===== src/rtl/ptw_pkg.sv =====
`timescale 1ns / 1ps
// ----------------------------------------------------------------------------
// ptw_pkg
// types, codes and helpers shared by the page table walker modules
// ----------------------------------------------------------------------------
package ptw_pkg;

    localparam int QUEUE_DEPTH = 2;

    typedef enum logic {
        OP_WRITE = 1'b0,
        OP_XLATE = 1'b1
    } op_t;

    typedef enum logic [1:0] {
        ST_MAPPED = 2'd0,
        ST_ABSENT = 2'd1,
        ST_RANGE  = 2'd2
    } status_t;

    localparam logic [1:0] LVL_TOP  = 2'd0;
    localparam logic [1:0] LVL_PDPT = 2'd1;
    localparam logic [1:0] LVL_DIR  = 2'd2;
    localparam logic [1:0] LVL_LEAF = 2'd3;

    localparam int BIT_PRESENT = 0;
    localparam int BIT_LARGE   = 7;

    typedef struct packed {
        op_t         op;
        logic [11:0] word_index;
        logic [63:0] word_data;
        logic [39:0] root_frame;
        logic [47:0] va;
    } cmd_t;

    function automatic logic [8:0] level_index(input logic [47:0] va, input logic [1:0] lvl);
        logic [8:0] idx;
        begin
            case (lvl)
                LVL_TOP:  idx = va[47:39];
                LVL_PDPT: idx = va[38:30];
                LVL_DIR:  idx = va[29:21];
                LVL_LEAF: idx = va[20:12];
                default:  idx = va[20:12];
            endcase
            return idx;
        end
    endfunction

endpackage


===== src/rtl/ptw_fifo.sv =====
`timescale 1ns / 1ps
// ----------------------------------------------------------------------------
// ptw_fifo
// short command queue between the front and the walk engine
// ----------------------------------------------------------------------------
module ptw_fifo (
    input  logic           clk,
    input  logic           rst_n,
    input  logic           push,
    input  ptw_pkg::cmd_t  push_cmd,
    output logic           full,
    input  logic           pop,
    output logic           head_valid,
    output ptw_pkg::cmd_t  head_cmd
);
    import ptw_pkg::*;

    localparam int PW = (QUEUE_DEPTH > 1) ? $clog2(QUEUE_DEPTH) : 1;
    localparam int CW = $clog2(QUEUE_DEPTH + 1);

    cmd_t          slot_reg [QUEUE_DEPTH];
    logic [PW-1:0] wr_ptr_reg, wr_ptr_next;
    logic [PW-1:0] rd_ptr_reg, rd_ptr_next;
    logic [CW-1:0] count_reg, count_next;
    logic          do_push, do_pop;

    assign full       = (count_reg == CW'(QUEUE_DEPTH));
    assign head_valid = (count_reg != '0);
    assign head_cmd   = slot_reg[rd_ptr_reg];
    assign do_push    = push && !full;
    assign do_pop     = pop && head_valid;

    always_comb
    begin
        wr_ptr_next = wr_ptr_reg;
        rd_ptr_next = rd_ptr_reg;
        count_next  = count_reg;
        if (do_push)
        begin
            wr_ptr_next = (wr_ptr_reg == PW'(QUEUE_DEPTH - 1)) ? '0 : PW'(wr_ptr_reg + 1'b1);
        end
        if (do_pop)
        begin
            rd_ptr_next = (rd_ptr_reg == PW'(QUEUE_DEPTH - 1)) ? '0 : PW'(rd_ptr_reg + 1'b1);
        end
        if (do_push && !do_pop)
        begin
            count_next = CW'(count_reg + 1'b1);
        end
        else if (do_pop && !do_push)
        begin
            count_next = CW'(count_reg - 1'b1);
        end
    end

    always_ff @(posedge clk or negedge rst_n)
    begin
        if (!rst_n)
        begin
            wr_ptr_reg <= '0;
            rd_ptr_reg <= '0;
            count_reg  <= '0;
        end
        else
        begin
            wr_ptr_reg <= wr_ptr_next;
            rd_ptr_reg <= rd_ptr_next;
            count_reg  <= count_next;
        end
    end

    always_ff @(posedge clk)
    begin
        if (do_push)
        begin
            slot_reg[wr_ptr_reg] <= push_cmd;
        end
    end

endmodule


===== config.mk =====
export PLATFORM = sky130hd
export DESIGN_NAME = ptw_fifo
export DESIGN_NICKNAME = d
export VERILOG_FILES = /design/src/rtl/ptw_pkg.sv /design/src/rtl/ptw_fifo.sv
export SDC_FILE = /design/constraint.sdc
export NUM_CORES = 1
export LEC_CHECK = 0
export BUFFER_PORTS_ARGS = -buffer_cell sky130_fd_sc_hd__buf_2
export CAP_MARGIN = 0
export CORE_ASPECT_RATIO = 0.5
export CORE_MARGIN = 5
export CORE_UTILIZATION = 47
export DETAILED_ROUTE_END_ITERATION = 12
export PLACE_DENSITY = 0.76
export SYNTH_ARGS = -nofsm -noshare
export SYNTH_HDL_FRONTEND = slang
export SYNTH_SLANG_ARGS = --single-unit

===== constraint.sdc =====
create_clock -name clk -period 7.6 [get_ports clk]
set_input_delay 1.14 -clock clk [delete_from_list [all_inputs] [get_ports clk]]
set_output_delay 1.14 -clock clk [all_outputs]
set_load 0.1 [all_outputs]

==> impl_summary.log <==
[metrics] run status: finished, final reports clean
[metrics] Worst Clk Skew: approximately 0.015 ns
[metrics] Max Clock Freq: roughly 240 MHz
[metrics] startpoint kind of the worst setup timing path: flip-flop
[metrics] fraction of the yosys area taken by sequential cells: between 80 and 90%
[metrics] Starting Density: between 40% and 50%
[metrics] sum of routed wire length over all layers: around 26000 um
[metrics] Crit path arrival time: between 2 and 3 ns
[metrics] highest-count cells in the layout ignoring fill and taps: 335 x buf_2, 330 x edfxtp_1, 165 x mux2_2
[metrics] root buf cell: clkbuf_16
[metrics] global router's overall resource usage: between 15 and 20%
[metrics] Clock H-tree levels: 1
[metrics] source of the worst register-to-register timing path: count_reg[0]$_DFFE_PN0P_
[metrics] remaining routing DRC violations: 0
[metrics] Filler cells: between 1.5k and 2k
[metrics] Reg2Reg Capture Point: slot_reg[0][10]$_DFFE_PP_
[metrics] fraction of the cycle the final worst path needs: a little over half
[metrics] layout cell share with drive strength beyond 1: 61.07%
[metrics] Slew Limit Headroom: between 20% and 30%
[metrics] CTS tree: done
[metrics] number of iterations in the first detailed-routing pass: 4
[metrics] standard cell core area: 25340 um^2
[metrics] global route total overflow: 0
[metrics] via count of the first global-routing pass: ~6.5k
[metrics] syn nets: about 700
[metrics] DR vias: between 6k and 7k
[metrics] crit path max fanout: between 70 and 80
[metrics] leading cell type in the layout, fill and taps excluded: buf_2
[metrics] Critical path destination: head_cmd[105]
[metrics] antenna-violating nets left: 0
[metrics] maximum number of pins on one net before global-route repair: 78
[metrics] area delta synth->final: 24.53%
[metrics] kind of end point of the critical path: output pin
[metrics] worst-case clock buffer depth: 3
[metrics] number of port buffers: between 300 and 400
[metrics] final hold violation count: 0
[metrics] post-layout min period: ~4.1 ns
[metrics] number of library cell types mapped by synthesis: 15
[metrics] number of antenna violations at the first check in global routing: 3
[metrics] synthesized cell area: around 12000 um^2
[metrics] final-report max-slew violation count: 0
[metrics] crit path setup slack, layout: approximately 3.5 ns
[metrics] Reg2Reg Depth: 4
[metrics] routability congestion estimate: 0.7997
[metrics] Total Neg Setup Slack: 0 ns
[metrics] number of instances in the synthesized netlist: approximately 530
[metrics] routed wire length per instance: between 20 and 25 um
[metrics] total CTS buffers: 31
[metrics] # Max-Cap Violations: 0
[metrics] Total Nets Final: between 1k and 1.5k
[metrics] synthesized area per cell: between 20 and 25 um^2
[metrics] critical setup path kind: flip-flop to output pin
[metrics] total of warnings raised by yosys: 0
[metrics] worst setup timing slack at the placement stage: 4.003 ns
[metrics] die span in y: between 100 and 150 um
[metrics] total I/O pin count: between 300 and 400
[metrics] floorplan die area: 29360 um^2
[metrics] CTS Hold Bufs: 0
[metrics] Initial DRC Count: 289
[metrics] die outline width: around 240 um
[metrics] slew of the pin with the lowest slew margin: ~1.1 ns
[metrics] Detail Placement HPWL: around 18000 um
[metrics] number of flip-flops under the largest register name: between 300 and 400
[metrics] total of cells resized after clock tree synthesis: 0
[metrics] Worst-path clk slew: around 0.070 ns
[metrics] floorplan row count: a little over 40
[metrics] Final setup viols: 0
[metrics] Post-CTS Setup Inserts: 0
[metrics] average vias per placed instance: about 5
[metrics] number of storage elements in the synthesis netlist: ~330
[metrics] critical path launch point: rd_ptr_reg$_DFFE_PN0P_
[metrics] kind of path behind the tightest hold check: input pin to async pin
[metrics] insertion delay to the later sink of the worst-skew pair: approximately 0.55 ns
[metrics] unrepaired setup endpoints after global routing: false
[metrics] global-route wire length before repair: 37450 um
[metrics] setup slack on the worst flop-to-flop path: between 4 and 5 ns
[metrics] number of sinks on the clock net: between 300 and 400
[metrics] Worst Path Required: roughly 6.5 ns
==> synth_stat cells <==
| cell type | instances | share of area, % |
|---|---|---|
| and3_1 | 1 | 0.052 |
| buf_2 | 2 | 0.082 |
| buf_4 | 2 | 0.12 |
| buf_6 | 14 | 1.3 |
| dfrtp_1 | 4 | 0.82 |
| edfxtp_1 | 330 | 82 |
| ha_1 | 1 | 0.10 |
| inv_1 | 2 | 0.062 |
| mux2_2 | 165 | 15 |
| nand2_1 | 2 | 0.062 |
| nand2b_1 | 1 | 0.052 |
| nor2_1 | 2 | 0.062 |
| or2_2 | 1 | 0.052 |
| xnor2_1 | 3 | 0.22 |
| xor2_1 | 2 | 0.14 |
==> critical path, cell delays in order (launching register included) <==
cell	delay (ns)
dfrtp_4	0.70
buf_4	0.79
mux2_2	0.33
buf_2	0.43
==> final cells by class <==
class	count	area, um^2	share of cell area [%]
Multi-Input combinational cell	178	1961	12.96
Clock buffer	37	818.3	5.409
Clock inverter	20	168.9	1.117
Sequential cell	334	10010	66.19
Timing Repair Buffer	341	1722	11.38
Antenna cell	3	7.507	0.04962
Inverter	2	7.507	0.04962
Tap cell	344	430.4	2.845
==> worst min path at each step <==
stage	cells past startpoint	start	slack [ns]	endpoint
final	1	rst_n	0.38	count_reg[0]$_DFFE_PN0P_
after global routing	1	rst_n	0.35	count_reg[0]$_DFFE_PN0P_
after CTS	1	rst_n	0.35	count_reg[0]$_DFFE_PN0P_
after detailed placement	1	count_reg[1]$_DFFE_PN0P_	0.49	count_reg[1]$_DFFE_PN0P_
after global placement	1	count_reg[1]$_DFFE_PN0P_	0.47	count_reg[1]$_DFFE_PN0P_
after floorplan	1	count_reg[1]$_DFFE_PN0P_	0.46	count_reg[1]$_DFFE_PN0P_
==> stage by stage <==
step / area (um^2) / utilization, % / hold WS (ns) / cells
finish: 15130 / 59.70 / 0.3814 / 1259
CTS: 15120 / 59.67 / 0.3479 / 1256
global placement: 14130 / 55.77 / 0.4721 / 1199
global route: 15130 / 59.70 / 0.3485 / 1259
floorplan: 12150 / - / 0.4559 / 532
detailed placement: 14130 / 55.77 / 0.4887 / 1199
==> layer usage <==
metal | vias up | track usage [%] | wire, um
li1 | 2851 | - | -
met1 | 3156 | 18.73 | 9497
met2 | 125 | 32.05 | 14700
met3 | 49 | 3.164 | 885
met4 | 0 | 5.115 | 697
met5 | - | 0 | 0
==> logic make-up after synthesis <==
logic type / synth area share [%]
flip-flops: 82.40
multiplexers: 15.30
buffers and inverters: 1.566
AND/OR/NAND/NOR: 0.2782
XOR/XNOR: 0.3606
adder cells (fa/ha/maj): 0.1030
Power is left out: the tool's default activity adds up to more than one toggle a clock period on the data nets, which glitch-free logic cannot reach.
